`config.mk`:
```
export PLATFORM = sky130hd
export DESIGN_NAME = integer_to_radix_digits
export DESIGN_NICKNAME = d
export VERILOG_FILES = /design/src/design/rdx_pkg.sv /design/src/design/integer_to_radix_digits.sv /design/src/design/rdx_front.sv /design/src/design/rdx_back.sv
export SDC_FILE = /design/constraint.sdc
export NUM_CORES = 1
export LEC_CHECK = 0
export ABC_CLOCK_PERIOD_IN_PS = 51400
export BUFFER_PORTS_ARGS = -buffer_cell sky130_fd_sc_hd__buf_2
export CAP_MARGIN = 20
export CORE_AREA = 2 2 278 280
export CTS_CLUSTER_DIAMETER = 80
export DETAILED_ROUTE_END_ITERATION = 8
export DIE_AREA = 0 0 280 282
export PLACE_DENSITY_LB_ADDON = 0.12
export RECOVER_POWER = 100
export SETUP_SLACK_MARGIN = 0.02
export SLEW_MARGIN = 40
export SYNTH_ARGS = -nofsm -noshare
export SYNTH_HDL_FRONTEND = slang
export SYNTH_SLANG_ARGS = --single-unit
```
`constraint.sdc`:
```
create_clock -name clk -period 51.4 [get_ports clk]
set_input_delay 10.28 -clock clk [delete_from_list [all_inputs] [get_ports clk]]
set_output_delay 10.28 -clock clk [all_outputs]
set_load 0.01 [all_outputs]
```
`src/design/rdx_pkg.sv`:
```
`timescale 1ns / 1ps
// ----------------------------------------------------------------------------
// rdx_pkg: shared constants and helpers for integer_to_radix_digits
// Field widths, radix limits, divider step size and the digit symbol map.
// ----------------------------------------------------------------------------
package rdx_pkg;

	localparam int VALUE_IN_W  = 64;  // width of the value field on the input
	localparam int RADIX_W     = 6;
	localparam int CHAR_W      = 7;
	localparam int OUT_DATA_W  = 8;   // digit_char padded to a whole byte
	localparam int DIV_BITS    = 8;   // dividend bits consumed per divider cycle
	localparam int STORE_DEPTH = 64;
	localparam int STORE_AW    = 6;
	localparam int CNT_W       = 7;

	localparam logic [RADIX_W-1:0] RADIX_RESET = 6'd10;
	localparam logic [RADIX_W-1:0] RADIX_MIN   = 6'd2;
	localparam logic [RADIX_W-1:0] RADIX_MAX   = 6'd36;

	localparam logic [CHAR_W-1:0] CHAR_ZERO   = 7'h30;  // '0'
	localparam logic [CHAR_W-1:0] CHAR_A      = 7'h41;  // 'A'
	localparam logic [CHAR_W-1:0] CHAR_TOP    = 7'h5A;  // 'Z'

	// Digit value to ASCII symbol of 0-9A-Z; anything past 35 reads as 'Z'.
	function automatic logic [CHAR_W-1:0] digit_to_char(input logic [RADIX_W-1:0] d);
		logic [CHAR_W-1:0] c;
		if (d < 6'd10) begin
			c = CHAR_ZERO + CHAR_W'(d);
		end else if (d < RADIX_MAX) begin
			c = CHAR_A + CHAR_W'(d - 6'd10);
		end else begin
			c = CHAR_TOP;
		end
		return c;
	endfunction

endpackage

```
`src/design/integer_to_radix_digits.sv`:
```
`timescale 1ns / 1ps
// ----------------------------------------------------------------------------
// integer_to_radix_digits: unsigned integer to ASCII digits in radix 2..36
//
// Input stream s_*: one word per integer (value in tdata). Output stream m_*:
// one word per digit, most significant first, tlast on the final digit.
// cfg_we/cfg_wdata write the radix; 0 and 1 act as 2, 37..63 act as 36.
// Write it only while the block is idle. Reset sets the radix to ten and
// empties the input queue; no digits are pending after reset.
//
// In the engine the divider retires eight dividend bits a cycle; once all
// digits of a value are divided out and stored, each digit then needs a
// store read and an output step. The engine divides out every digit of a
// value before it shows the first one.
// A two-entry input queue lets up to two further words be taken while a
// conversion runs. When m_tready is low the current digit holds and the
// engine waits; the input side keeps accepting until the queue is full.
// ----------------------------------------------------------------------------
module integer_to_radix_digits
	import rdx_pkg::*;
#(
	parameter int VALUE_WIDTH = 64
) (
	input  logic                  clk,
	input  logic                  arst_n,
	input  logic                  cfg_we,
	input  logic [RADIX_W-1:0]    cfg_wdata,   // radix
	input  logic                  s_tvalid,
	output logic                  s_tready,
	input  logic [VALUE_IN_W-1:0] s_tdata,     // [63:0] value
	output logic                  m_tvalid,
	input  logic                  m_tready,
	output logic [OUT_DATA_W-1:0] m_tdata,     // [6:0] digit_char, [7] zero
	output logic                  m_tlast      // last
);

	logic [RADIX_W-1:0]     radix_q;
	logic [RADIX_W-1:0]     radix_eff;
	logic                   q_valid;
	logic [VALUE_WIDTH-1:0] q_data;
	logic                   q_pop;

	always_ff @(posedge clk or negedge arst_n) begin
		if (!arst_n) begin
			radix_q <= RADIX_RESET;
		end else if (cfg_we) begin
			radix_q <= cfg_wdata;
		end
	end

	// saturate the register into the usable range
	always_comb begin
		if (radix_q < RADIX_MIN) begin
			radix_eff = RADIX_MIN;
		end else if (radix_q > RADIX_MAX) begin
			radix_eff = RADIX_MAX;
		end else begin
			radix_eff = radix_q;
		end
	end

	rdx_front #(
		.VALUE_WIDTH(VALUE_WIDTH)
	) u_front (
		.clk     (clk),
		.arst_n  (arst_n),
		.s_tvalid(s_tvalid),
		.s_tready(s_tready),
		.s_tdata (s_tdata),
		.q_valid (q_valid),
		.q_data  (q_data),
		.q_pop   (q_pop)
	);

	rdx_back #(
		.VALUE_WIDTH(VALUE_WIDTH)
	) u_back (
		.clk     (clk),
		.arst_n  (arst_n),
		.radix   (radix_eff),
		.q_valid (q_valid),
		.q_data  (q_data),
		.q_pop   (q_pop),
		.m_tvalid(m_tvalid),
		.m_tready(m_tready),
		.m_tdata (m_tdata),
		.m_tlast (m_tlast)
	);

	a_run_end_gap: assert property (@(posedge clk) disable iff (!arst_n)
		(m_tvalid && m_tready && m_tlast) |=> !m_tvalid)
		else $error("digit shown right after the end of a run");

	a_push_visible: assert property (@(posedge clk) disable iff (!arst_n)
		(s_tvalid && s_tready) |=> q_valid)
		else $error("accepted word missing from the input queue");

	a_char_range: assert property (@(posedge clk) disable iff (!arst_n)
		m_tvalid |-> (!m_tdata[7] && m_tdata[6:0] >= CHAR_ZERO && m_tdata[6:0] <= CHAR_TOP))
		else $error("digit symbol outside 0-9A-Z");

endmodule

```
`src/design/rdx_front.sv`:
```
`timescale 1ns / 1ps
// ----------------------------------------------------------------------------
// rdx_front: input side of the radix converter
// Takes words from the input stream, keeps the significant bits and holds
// them in a two-entry queue until the conversion engine picks them up.
// ----------------------------------------------------------------------------
module rdx_front
	import rdx_pkg::*;
#(
	parameter int VALUE_WIDTH = 64
) (
	input  logic                   clk,
	input  logic                   arst_n,
	input  logic                   s_tvalid,
	output logic                   s_tready,
	input  logic [VALUE_IN_W-1:0]  s_tdata,
	output logic                   q_valid,
	output logic [VALUE_WIDTH-1:0] q_data,
	input  logic                   q_pop
);

	logic [VALUE_WIDTH-1:0] slot_q [2];
	logic                   wr_ptr_q;
	logic                   rd_ptr_q;
	logic [1:0]             count_q;
	logic                   push;

	assign s_tready = (count_q != 2'd2);
	assign push     = s_tvalid && s_tready;
	assign q_valid  = (count_q != 2'd0);
	assign q_data   = slot_q[rd_ptr_q];

	// drop the bits above VALUE_WIDTH on the way in
	always_ff @(posedge clk) begin
		if (push) begin
			slot_q[wr_ptr_q] <= s_tdata[VALUE_WIDTH-1:0];
		end
	end

	always_ff @(posedge clk or negedge arst_n) begin
		if (!arst_n) begin
			wr_ptr_q <= 1'b0;
			rd_ptr_q <= 1'b0;
			count_q  <= 2'd0;
		end else begin
			if (push) begin
				wr_ptr_q <= ~wr_ptr_q;
			end
			if (q_pop) begin
				rd_ptr_q <= ~rd_ptr_q;
			end
			case ({push, q_pop})
				2'b10:   count_q <= count_q + 2'd1;
				2'b01:   count_q <= count_q - 2'd1;
				default: count_q <= count_q;
			endcase
		end
	end

endmodule

```
`src/design/rdx_back.sv`:
```
`timescale 1ns / 1ps
// ----------------------------------------------------------------------------
// rdx_back: conversion engine of the radix converter
// Divides the value by the radix DIV_BITS bits a cycle, stores each remainder
// as a digit, then reads the digits back most significant first as ASCII.
// ----------------------------------------------------------------------------
module rdx_back
	import rdx_pkg::*;
#(
	parameter int VALUE_WIDTH = 64
) (
	input  logic                   clk,
	input  logic                   arst_n,
	input  logic [RADIX_W-1:0]     radix,
	input  logic                   q_valid,
	input  logic [VALUE_WIDTH-1:0] q_data,
	output logic                   q_pop,
	output logic                   m_tvalid,
	input  logic                   m_tready,
	output logic [OUT_DATA_W-1:0]  m_tdata,
	output logic                   m_tlast
);

	localparam int NCH  = (VALUE_WIDTH + DIV_BITS - 1) / DIV_BITS;
	localparam int PADW = NCH * DIV_BITS;
	localparam int CHW  = (NCH > 1) ? $clog2(NCH) : 1;

	localparam logic [1:0] ST_IDLE = 2'd0;
	localparam logic [1:0] ST_DIV  = 2'd1;
	localparam logic [1:0] ST_RD   = 2'd2;
	localparam logic [1:0] ST_OUT  = 2'd3;

	logic [1:0]          state_q;
	logic [PADW-1:0]     quo_q;
	logic [RADIX_W-1:0]  rem_q;
	logic [CHW-1:0]      ch_q;
	logic [CNT_W-1:0]    n_q;
	logic [STORE_AW-1:0] k_q;
	logic [RADIX_W-1:0]  rd_q;
	logic [RADIX_W-1:0]  store [STORE_DEPTH];

	logic [RADIX_W-1:0]  r_next;
	logic [DIV_BITS-1:0] qbits;
	logic [RADIX_W:0]    t;
	logic [PADW-1:0]     quo_next;
	logic                last_chunk;
	logic                run_done;

	// restoring division over the top DIV_BITS bits of the shifting quotient
	always_comb begin
		r_next = rem_q;
		qbits  = '0;
		t      = '0;
		for (int i = 0; i < DIV_BITS; i++) begin
			t = {r_next, quo_q[PADW-1-i]};
			if (t >= {1'b0, radix}) begin
				r_next = RADIX_W'(t - {1'b0, radix});
				qbits[DIV_BITS-1-i] = 1'b1;
			end else begin
				r_next = t[RADIX_W-1:0];
			end
		end
	end

	assign quo_next   = (quo_q << DIV_BITS) | PADW'(qbits);
	assign last_chunk = (ch_q == CHW'(NCH - 1));
	assign run_done   = (quo_next == '0) || (n_q == CNT_W'(STORE_DEPTH - 1));

	assign q_pop    = (state_q == ST_IDLE) && q_valid;
	assign m_tvalid = (state_q == ST_OUT);
	assign m_tdata  = {1'b0, digit_to_char(rd_q)};
	assign m_tlast  = (k_q == '0);

	always_ff @(posedge clk) begin
		if (state_q == ST_DIV && last_chunk) begin
			store[n_q[STORE_AW-1:0]] <= r_next;
		end
		if (state_q == ST_RD) begin
			rd_q <= store[k_q];
		end
	end

	always_ff @(posedge clk) begin
		case (state_q)
			ST_IDLE: begin
				quo_q <= PADW'(q_data);
				rem_q <= '0;
			end
			ST_DIV: begin
				quo_q <= quo_next;
				rem_q <= last_chunk ? '0 : r_next;
			end
			default: begin
				quo_q <= quo_q;
				rem_q <= rem_q;
			end
		endcase
	end

	always_ff @(posedge clk or negedge arst_n) begin
		if (!arst_n) begin
			state_q <= ST_IDLE;
			ch_q    <= '0;
			n_q     <= '0;
			k_q     <= '0;
		end else begin
			case (state_q)
				ST_IDLE: begin
					if (q_valid) begin
						ch_q    <= '0;
						n_q     <= '0;
						state_q <= ST_DIV;
					end
				end
				ST_DIV: begin
					if (last_chunk) begin
						ch_q <= '0;
						n_q  <= n_q + CNT_W'(1);
						if (run_done) begin
							// most significant digit was just written
							k_q     <= n_q[STORE_AW-1:0];
							state_q <= ST_RD;
						end
					end else begin
						ch_q <= ch_q + CHW'(1);
					end
				end
				ST_RD: begin
					state_q <= ST_OUT;
				end
				ST_OUT: begin
					if (m_tready) begin
						if (k_q == '0) begin
							state_q <= ST_IDLE;
						end else begin
							k_q     <= k_q - STORE_AW'(1);
							state_q <= ST_RD;
						end
					end
				end
				default: begin
					state_q <= ST_IDLE;
				end
			endcase
		end
	end

endmodule
```
==> Word level (Yosys, flattened, before mapping) <==
Memory sizes are Yosys's and may differ from the RTL's. A register that Yosys moved wholly into a read port is not among the register bits.
Index checks and enable logic that the tools add are counted.
{ "classes": {"add_sub_neg": 16, "n_lt_le_gt_ge": 12, "eq_ne": 13, "mux": 45, "bitwise": 3, "reduce_logical": 15} }
{ "op_table": {"columns": ["cell", "n"], "rows": [
  ["64-bit one-hot mux with 2 select lines", 1],
  ["6-bit two-way mux", 15],
  ["64-bit logical NOT", 1],
  ["64-bit by 8-bit OR with 64-bit output", 1],
  ["7-bit by 6-bit greater-or-equal comparator with 1-bit output", 8],
  ["6-bit subtractor", 8],
  ["7-bit two-way mux", 4],
  ["6-bit one-hot mux with 2 select lines", 2],
  ["7-bit one-hot mux with 2 select lines", 1],
  ["1-bit two-way mux", 12],
  ["2-bit two-way mux", 5],
  ["2-bit by 1-bit inequality test with 1-bit output (second input constant)", 4],
  ["2-bit one-hot mux with 4 select lines", 1],
  ["2-bit nonzero test", 4],
  ["6-bit by 6-bit adder with 7-bit output (first input constant)", 1],
  ["7-bit by 1-bit adder with 7-bit output (second input constant)", 1],
  ["7-bit adder (first input constant)", 1],
  ["7-bit by 6-bit == test with 1-bit output (second input constant)", 1],
  ["6-bit by 4-bit subtractor with 7-bit output (second input constant)", 1],
  ["2-bit == test (second input constant)", 3],
  ["6-bit > comparator (second input constant)", 1],
  ["6-bit logical NOT", 1],
  ["6-bit by 2-bit less-than comparator with 1-bit output (second input constant)", 1],
  ["6-bit by 4-bit less-than comparator with 1-bit output (second input constant)", 1],
  ["other kinds (19)", 25]
]} }
{ "totals": {"ff_bits": 98, "ramBits": 512, "input_bits": 75, "output_inout_bits": 11, "word_cells": 116, "n_memories": 2} }
{ "mem_list": {"columns": ["name", "words", "width", "read_ports", "rd_ports_with_merged_regs", "write_ports", "line", "source"], "rows": [
  ["u_back.store", 64, 6, 1, 1, 1, "rdx_back.sv:40", "logic [RADIX_W-1:0] store [STORE_DEPTH];"],
  ["u_front.slot_q", 2, 64, 1, 0, 1, "rdx_front.sv:22", "logic [VALUE_WIDTH-1:0] slot_q [2];"]
]} }

==> Longest topological paths before layout <==
Gate-level depths: netlist of the first run.
{ "depth": {"ltp_word": 25, "ltp_mapped": 83, "depth_no_buf": 78} }

==> Hierarchy <==
A second synthesis of the first run with hierarchy kept.
{ "hier_totals": {"cells_unflattened": 1662, "area_unflattened_um2": 27259.9} }
{ "modules_own_cells": {"columns": ["module", "instances", "cells_each", "area_per_inst_um2", "seq_area_each_um2"], "rows": [
  ["rdx_back", 1, 1422, 21946.0, 14263.7],
  ["rdx_front", 1, 215, 5011.1, 3943.8],
  ["integer_to_radix_digits", 1, 25, 302.8, 152.6]
]} }

==> Worst setup path before layout of the first run <==
No wires, ideal clock.
{ "synth_path": {"kind": "reg2reg", "start": "register radix_q[3]", "end": "memory u_back.store[0][3] (data pin)", "setup_time_ns": 0.563, "t_arrival_ns": 17.862, "required_ns": 50.837, "slack_ns": 32.975, "stages_incl_launch_ff": 78, "path_buffers": 6, "period_less_slack_ns": 18.425, "path_cell_list": "dfstp_2 -> nor3_1 -> a21oi_1 -> ha_1 -> a21boi_1 -> o21ai_2 -> o21ai_0 -> inv_1 -> ha_1 -> nor2b_1 -> o31ai_1 -> a211oi_1 -> a2111oi_4 -> buf_2 -> nor2_1 -> a21oi_1 -> inv_1 -> ha_1 -> (+42 left out) -> o21ai_0 -> nand2_1 -> or2_2 -> clkbuf_1 -> o21a_1 -> a211oi_1 -> inv_1 -> ha_1 -> a21o_1 -> a21o_1 -> a21o_1 -> a211oi_1 -> inv_1 -> a211oi_1 -> o211ai_1 -> o41ai_4 -> buf_6 -> mux2i_1"} }
{ "synth_between": {"elab_chain_len": 19, "elab_cells_between_ends": 28, "cone_classes": "add/sub (8); order compare (10); mux (10)"} }
{ "synth_rtl": {"columns": ["item", "line", "source"], "rows": [
  ["start, declared", "integer_to_radix_digits.sv:37", "logic [RADIX_W-1:0] radix_q;"],
  ["start signal, assigned", "integer_to_radix_digits.sv:47", "radix_q <= cfg_wdata;"],
  ["6-bit > comparator", "integer_to_radix_digits.sv:55", "end else if (radix_q > RADIX_MAX) begin"],
  ["6-bit two-way mux", "integer_to_radix_digits.sv:55", null],
  ["6-bit two-way mux (*)", "integer_to_radix_digits.sv:53", "if (radix_q < RADIX_MIN) begin"],
  ["6-bit subtractor or 7-bit by 6-bit greater-or-equal comparator with 1-bit output (tied branches)", "rdx_back.sv:57, rdx_back.sv:56", null],
  ["6-bit two-way mux", "rdx_back.sv:56", "if (t >= {1'b0, radix}) begin"],
  ["6-bit subtractor or 7-bit by 6-bit greater-or-equal comparator with 1-bit output (tied branches)", "rdx_back.sv:57, rdx_back.sv:56", null],
  ["6-bit two-way mux", "rdx_back.sv:56", null],
  ["6-bit subtractor or 7-bit by 6-bit greater-or-equal comparator with 1-bit output (tied branches)", "rdx_back.sv:57, rdx_back.sv:56", null],
  ["(+4 left out)", null, null],
  ["6-bit two-way mux", "rdx_back.sv:56", null],
  ["6-bit subtractor or 7-bit by 6-bit greater-or-equal comparator with 1-bit output (tied branches)", "rdx_back.sv:57, rdx_back.sv:56", null],
  ["6-bit two-way mux", "rdx_back.sv:56", null],
  ["7-bit by 6-bit greater-or-equal comparator with 1-bit output or 6-bit subtractor (tied branches)", "rdx_back.sv:56, rdx_back.sv:57", null],
  ["6-bit two-way mux", "rdx_back.sv:56", null],
  ["6-bit subtractor or 7-bit by 6-bit greater-or-equal comparator with 1-bit output (tied branches)", "rdx_back.sv:57, rdx_back.sv:56", null],
  ["6-bit two-way mux (*)", "rdx_back.sv:56", null],
  ["named net u_back.r_next[3]", "rdx_back.sv:42", "logic [RADIX_W-1:0] r_next;"],
  ["end, declared", "rdx_back.sv:40", null]
]} }
The timed path passes the listed nets; every way through them passes the cells marked *.

==> Worst setup path in the final report of the first run <==
{ "layout_path": {"start": "register radix_q[5]", "end": "memory u_back.store[20][2] (data pin)"} }
The elaborated chain is that of the path after synthesis.

==> impl_results.md, run 1 <==
- Setup bufs post-CTS: 0
- GRT overflow: 0
- Buf/Inv on CP: 11
- Number of global-route vias before repair: 15080
- Crit share post-route: 0.4586
- Setup-failing EPs final: 0
- Max stage delay cell, worst path: clkbuf_1
- Post-synth design cell area: 27140 um2
- Arrival time worst endpoint: 23.54 ns
- Routed wire per std cell: 22.49 um
- Failing checks: max-capacitance violations, max-slew violations
- Min-delay worst type: register to register
- Fmax: 42.42 MHz
- CTS max path bufs: 3
- Initial Util: 0.3586
- H-tree lvl count: 3
- Max-slew violation count: 698
- Antenna-violating nets left: 0
- Synthesized area per cell: 16.24 um2
- Crit Path Category: register to register
- Final Cell Area: 30620 um2
- Vias per cell: 5.214
- Post_cts resized: 0
- Port bufs: 84
- Layout cells sized above 1: 0.1613
- Placed Area: between 20000 and 30000 um2
- Final WL: 62850 um
- Cell count after synthesis: 1671
- Final net count: 1906
- Required @ worst endpoint: 51.37 ns
- Tmin final: 23.57 ns
- Largest stage delay on the critical path: ~2.1 ns
- Clock Pin Slew Worst Setup and Hold Paths: 0.06 ns
- Post-synth cell types: 78
- Antenna Cells: 0
- First-pass GRT wire length: 94760 um
- Most frequent cells in the layout: edfxtp_1 (588), mux4_2 (126), nor2_1 (115), nand2_1 (114), o21ai_0 (103)
- DRC Markers: 0
- Via count: 14574
- Cts bufs inserted: 68
- Seq cells post-synth: 616
- EDFF count, synth: 588
- Startpoint Class: register
- Post-synth ARST share: 0.04545
- Placer Congestion: 0.8253
- TritonRoute pass-1 iters: 5
- Outcome: finished with violations
- Worst Clk Skew: 0.02036 ns
- Filler cells: 6823
- Critical-path maximum fanout: 64
- Site Rows: 101
- Hold Violations, Final: 0
- Predominant post-synthesis flop cell: edfxtp_1
- Net Count, Synth: 1813
- Die ar.: between 70000 and 80000 um2
- Die W: 280 um
- Delay-heaviest family, CP: compound AO/OA/AOI/OAI gates
- Clock Tree Root: clkbuf_16
- Core ar.: 75700 um2
- Area grow syn2layout: 12.83%
- Crit. End Element: register
- Commonest non-fill, non-tap cell in the layout: edfxtp_1
- Largest net degree at the start of global routing: 119
- IO Pins: 86
- WHS: just over 0.5 ns
- Sequential fraction of the synthesis area: 0.6765
- Post-route setup slack: 27.83 ns
- Clock Sinks: just over 600
- RSZ-0062 raised after global routing: no
- CTS tree: done
- Slew @ Worst Pin: 4.215 ns
- Worst-skew pair later-pin latency: 0.61 ns
- Hpwl dp: around 42000 um
- Gr usage total: 0.1602
- Count of max-cap constraint violations: 13
- CTS Hold Bufs: 0
- Syn. warnings: 0
- Setup TNS: 0 ns
- Relative slew slack: -1.810
- Height of the die: 282 um
- Initial antenna violation count: 3
- Iteration-0 DRC Markers: 1061
- DP Worst Slack: between 30 and 40 ns
path summary, 6_finish.rpt:
check                                 startpoint             endpoint  slack [ns]  cells after the start
worst max-delay path                  radix_q[5]  u_back.store[20][2]       27.83                     76
min in group asynchronous                 arst_n           radix_q[2]       10.24                      1
worst max register to register        radix_q[5]  u_back.store[20][2]       27.83                     76
max in group asynchronous                 arst_n        u_back.k_q[2]       39.73                      1
worst min-delay path            u_front.wr_ptr_q     u_front.wr_ptr_q        0.51                      1
worst min register to register  u_front.wr_ptr_q     u_front.wr_ptr_q        0.51                      1
registers in the layout, summed over array words and instances, names as in the netlist:
name and flops:
u_front.slot_q 128, radix_q 6, u_front.rd_ptr_q 1, u_front.wr_ptr_q 1
u_back.rem_q 6, u_front.count_q 2, u_back.n_q 7, u_back.k_q 6
u_back.store 384, u_back.ch_q 3, u_back.state_q 2, u_back.quo_q 64
u_back.rd_q 6
synth_stat cells (all sizes together), types with 3 or more instances:
library cell	count	area (um2)
a31oi	6	37.54
nand2b	11	68.82
xnor2	22	192.7
mux2i	75	750.7
or3	12	75.07
nor2	115	434.2
o211ai	9	72.57
and3	6	42.54
fa	8	160.2
a21oi	43	215.2
nor2b	15	93.84
and2	5	31.28
nand4	8	50.05
nor3b	4	30.03
or2	10	62.56
inv	46	172.7
clkbuf	61	229.0
xor2	11	96.34
a21o	12	90.09
nand2	114	427.9
o311ai	3	26.28
nand3	15	75.07
edfxtp	588	17660
dfrtp	26	650.6
o21ai	105	529.3
nor3	12	60.06
a2111oi	3	45.05
o31ai	6	45.04
buf	20	98.85
or3b	3	26.28
o21bai	4	41.29
a21boi	8	60.06
mux4	126	2838
o21a	13	105.1
nor4	14	87.58
a22o	4	35.03
nand3b	10	75.07
a211oi	10	85.08
mux2	19	221.5
ha	59	738.2
cell type report:
type	count	area [um2]	share of cell area
inverters	47	177.7	0.005802
well taps	978	1224	0.03996
clock buffers	85	1775	0.05798
flip-flops and latches	616	18370	0.5999
multi-input cells	927	8265	0.2699
repair buffers	104	457.9	0.01495
clock inverters	38	352.8	0.01152
metal layers:
layer | GRT usage | wire [um] | vias to the layer above
met5 | 0 | 13 | -
met4 | 0.04155 | 1089 | 2
met3 | 0.02527 | 2310 | 85
met2 | 0.2595 | 29970 | 270
met1 | 0.2260 | 29470 | 7472
li1 | - | - | 6745
metrics by stage:
step / std cells / util
2_1_floorplan: 1671 / -
3_3_place_gp: 2670 / 0.3789
3_5_place_dp: 2671 / 0.3795
4_1_cts: 2794 / 0.4076
5_1_grt: 2795 / 0.4046
6_report: 2795 / 0.4046
logic make-up after synthesis:
group	Yosys count	synth area share
flops	616	0.6765
simple gates	363	0.06325
compound gates	243	0.05744
mux	220	0.1404
buf+inv	128	0.01858
fa+ha+maj	67	0.03310
xor+xnor	33	0.01065
other cells	1	0.0001382
worst reg2reg max path: cells and delay by family (launching register included):
family	cells	cell delay (ns)
AO/OA/AOI/OAI	38	10.89
buffers and inverters	11	4.43
AND/OR/NAND/NOR	17	3.80
adder cells (fa/ha/maj)	8	2.49
multiplexers	2	0.85
flip-flops	1	0.40
Power of run 1 is not shown: default switching activity piles up to over one toggle a cycle in this logic, so the estimate is an artifact.
==> run 2, diff against run 1 <==
ABC_CLOCK_PERIOD_IN_PS = 21700   (was 51400)
clock period = 21.7 ns   (was 51.4 ns; I/O delays follow)
==> impl_results.md, run 2 (synthesis results as in run 1) <==
- Outcome: finished with violations
- Failing checks: max-capacitance violations, max-slew violations
- Crit Path Category: register to register
- H-tree lvl count: 3
- Max-slew violation count: 520
- Port bufs: 84
- Layout cells sized above 1: 0.1779
- Vias per cell: 5.235
- Routed wire per std cell: 23.24 um
- WHS: 0.5016 ns
- Relative slew slack: -1.678
- Count of max-cap constraint violations: 12
- Slew @ Worst Pin: 4.018 ns
- Antenna-violating nets left: 0
- DR top layer: met4
- Met3 Wirelength: 2968 um
- Antenna Cells: 0
- Register Area: between 15000 and 20000 um2
- Filler cells: 6828
- Via count: 14683
- Iteration-0 DRC Markers: 1167
- IO Pins: 86
- Crit share post-route: 0.9102
- Worst Clk Skew: between 0.015 and 0.02 ns
- Clock Sinks: 616
- Gr usage total: 0.1681
- Core ar.: 75700 um2
- Site Rows: 101
- Critical-path maximum fanout: between 60 and 70
- First-pass GRT wire length: 97960 um
- CTS Hold Bufs: 0
- Most frequent cells in the layout: edfxtp_1 (588), mux4_2 (126), nor2_1 (114), nand2_1 (113), o21ai_0 (102)
- CTS max path bufs: 3
- Area grow syn2layout: 13.80%
- Height of the die: 282 um
- Final WL: 65190 um
- Die W: 280 um
- Crit. End Element: register
- Multi-input gate area: 8328 um2
- Startpoint Class: register
- Dpl cells: 2675
- Cts bufs inserted: 69
- Largest stage delay on the critical path: slightly above 0.6 ns
- Worst-skew pair later-pin latency: slightly above 0.6 ns
- Arrival time worst endpoint: 19.82 ns
- Setup bufs post-CTS: 0
- CTS tree: done
- Tmin final: 19.75 ns
- Hpwl dp: approximately 43000 um
- Clock Pin Slew Worst Setup and Hold Paths: 0.06 ns
- Setup-failing EPs final: 0
- Setup TNS: 0 ns
- Required @ worst endpoint: 21.77 ns
- DRC Markers: 0
- TritonRoute pass-1 iters: 5
- Fmax: between 50 and 60 MHz
- Commonest non-fill, non-tap cell in the layout: edfxtp_1
- GRT overflow: 0
- Max reg flops: 384
- RSZ-0062 raised after global routing: no
- Met2 Routed Length: between 30000 and 40000 um
- Final net count: 1914
- Initial Util: 0.3586
- Final Non-Filler Cells: 2805
- Hold Violations, Final: 0
- Clock Tree Root: clkbuf_16
- Initial antenna violation count: 2
- Largest net degree at the start of global routing: 75
- Routed length on met1: 30070 um
- Placer Congestion: 0.8321
- Die ar.: 78960 um2
- Number of global-route vias before repair: 15354
- Min-delay worst type: register to register
- Max stage delay cell, worst path: nand2_2
- Post_cts resized: 0
run 2: final cells by class:
class                           count  area share
Timing Repair Buffer              111     0.01726
Tap cell                          978     0.03962
Clock inverter                     41     0.01385
Multi-Input combinational cell    927      0.2696
Sequential cell                   616      0.5947
Inverter                           47    0.005752
Clock buffer                       85     0.05919
run 2: per-layer routing:
layer / track usage / vias up
met1: 0.2363 / 7523
met2: 0.2718 / 304
met3: 0.02859 / 85
met4: 0.04305 / 0
li1: - / 6771
met5: 0 / -
run 2: path summary, 6_finish.rpt:
| kind | depth (start not counted) | to | from | slack [ns] |
|---|---|---|---|---|
| max in group asynchronous | 1 | u_back.k_q[2] | arst_n | 16.07 |
| hold / removal | 1 | u_back.ch_q[0] | u_back.ch_q[0] | 0.50 |
| setup reg to reg | 75 | u_back.store[21][1] | radix_q[5] | 1.95 |
| hold reg to reg | 1 | u_back.ch_q[0] | u_back.ch_q[0] | 0.50 |
| setup / recovery | 75 | u_back.store[21][1] | radix_q[5] | 1.95 |
| min in group asynchronous | 1 | u_back.state_q[0] | arst_n | 4.27 |
run 2: stage by stage:
stage / utilization / instance area [um2] / setup WS [ns]
2_1_floorplan: - / 27140 / 3.275
6_report: 0.4080 / 30890 / 1.948
3_5_place_dp: 0.3806 / 28810 / 1.453
3_3_place_gp: 0.3792 / 28700 / 2.077
5_1_grt: 0.4080 / 30890 / 0.1125
4_1_cts: 0.4104 / 31060 / 1.404
run 2: critical path, delay by kind of cell, from the launching register on:
kind	cells	cell delay [ns]
muxes	2	0.78
buffers and inverters	10	1.76
and+or+nand+nor	18	4.25
DFF	1	0.40
AOI/OAI and AO/OA	37	9.46
adders and majority gates	8	2.50
Power of run 2 is left out for the same reason.
==> run 3, diff against run 2 <==
CAP_MARGIN = unset   (was 20)
CORE_AREA = 2 2 332 235   (was 2 2 278 280)
CTS_CLUSTER_SIZE = 24   (was unset)
DIE_AREA = 0 0 334 237   (was 0 0 280 282)
==> impl_results.md, run 3 (synthesis results as in run 1) <==
- Filler cells: 7022
- Crit share post-route: 0.9195
- Largest net degree at the start of global routing: 76
- Fmax: ~50 MHz
- Area grow syn2layout: 8.911%
- Setup TNS: 0 ns
- Placer Congestion: just over 0.8
- Iteration-0 DRC Markers: roughly 1400
- Die W: 334 um
- Commonest non-fill, non-tap cell in the layout: edfxtp_1
- TritonRoute pass-1 iters: 8
- Max stage delay cell, worst path: buf_2
- Final WL: 66930 um
- Most frequent cells in the layout: edfxtp_1 (588), mux4_2 (126), nor2_1 (114), nand2_1 (113), o21ai_0 (103)
- CTS max path bufs: 3
- Required @ worst endpoint: 21.98 ns
- CTS Hold Bufs: 0
- Setup-failing EPs final: 0
- Initial antenna violation count: 7
- Die ar.: 79160 um2
- H-tree lvl count: 1
- Initial Util: 0.3564
- Number of global-route vias before repair: around 14000
- Max reg flops: 384
- Site Rows: between 80 and 90
- Port bufs: 84
- Clock Sinks: just over 600
- Height of the die: about 240 um
- Max-slew violation count: 505
- Tmin final: roughly 20 ns
- Crit. End Element: register
- RSZ-0062 raised after global routing: no
- CTS tree: done
- Cts bufs inserted: 31
- Via count: 14756
- Crit Path Category: register to register
- Gr usage total: 0.1672
- Critical-path maximum fanout: between 60 and 70
- First-pass GRT wire length: 98030 um
- Clock Tree Root: clkbuf_16
- Antenna-violating nets left: 0
- Startpoint Class: register
- Worst-skew pair later-pin latency: around 0.64 ns
- Failing checks: max-capacitance violations, max-slew violations
- Hold Violations, Final: 0
- Arrival time worst endpoint: 20.24 ns
- Worst Clk Skew: 0.02979 ns
- Layout cells sized above 1: 0.1499
- Final net count: 1871
- Min-delay worst type: register to register
- IO Pins: 86
- Vias per cell: 5.356
- Count of max-cap constraint violations: 11
- GRT overflow: 0
- Core ar.: ~76000 um2
- DRC Markers: 0
- Clock Pin Slew Worst Setup and Hold Paths: roughly 0.1 ns
- Outcome: finished with violations
- Relative slew slack: -1.712
- Routed wire per std cell: ~24 um
- Largest stage delay on the critical path: about 0.85 ns
- Slew @ Worst Pin: 4.067 ns
- Hpwl dp: 44350 um
run 3: cell count changes in the layout (fill, tap and decap cells not counted), moves of 3 or more:
cell	change
clkbuf_16	-39
buf_2	+6
clkinvlp_4	-3
bufinv_16	-6
clkinv_2	-13
clkinv_8	-3
clkinv_1	-10
run 3: repair_timing:
item | 4_1_cts | 5_1_grt
endpoints found under the hold margin | 0 | 0
endpoints found under the setup margin | 0 | 42
gates resized for setup | 0 | 1
buffers inserted | 0 | 0
run 3: worst max-delay path, delay by kind of cell (launching register included):
kind            cells  cell delay, ns
compound gates     34            8.60
simple gates       16            3.54
buf+inv            11            2.56
fa+ha+maj           8            2.52
mux                 5            1.87
flops               1            0.41
run 3: per-layer routing:
layer | vias to the layer above | part of all wire | track usage
li1 | 6649 | - | -
met1 | 7627 | 0.51 | 0.2783
met2 | 423 | 0.41 | 0.2265
met5 | - | 0.00019 | 0
met4 | 2 | 0.014 | 0.02580
met3 | 55 | 0.062 | 0.03030
run 3: final cells by class:
class | instances | area (um2) | area share
Tap cell | 1000 | 1251 | 0.04233
Antenna cell | 1 | 2.502 | 0.00008466
Inverter | 47 | 177.7 | 0.006011
Clock buffer | 51 | 850.8 | 0.02878
Timing Repair Buffer | 105 | 496.7 | 0.01680
Clock inverter | 7 | 73.82 | 0.002497
Multi-Input combinational cell | 928 | 8339 | 0.2821
Sequential cell | 616 | 18370 | 0.6214
run 3: final timing paths:
path	startpoint	endpoint	slack, ns	cells after the start
hold / removal	u_back.ch_q[0]	u_back.ch_q[0]	0.51	1
max in group asynchronous	arst_n	u_back.k_q[2]	16.30	1
setup reg to reg	radix_q[5]	u_back.store[23][0]	1.75	74
hold reg to reg	u_back.ch_q[0]	u_back.ch_q[0]	0.51	1
min in group asynchronous	arst_n	radix_q[4]	4.16	1
setup / recovery	radix_q[5]	u_back.store[23][0]	1.75	74
run 3: stage by stage:
stage               utilization  setup slack [ns]  hold slack (ns)  cell area (um2)  cells
global route             0.3882           0.08308           0.5325            29560   2754
detailed placement       0.3782             1.327           0.4952            28800   2693
finish                   0.3882             1.746           0.5122            29560   2755
CTS                      0.3903             1.256           0.5164            29720   2751
global placement         0.3772             2.153           0.4866            28720   2693
floorplan                     -             3.275           0.4604            27140   1671
Power of run 3 is left out for the same reason.
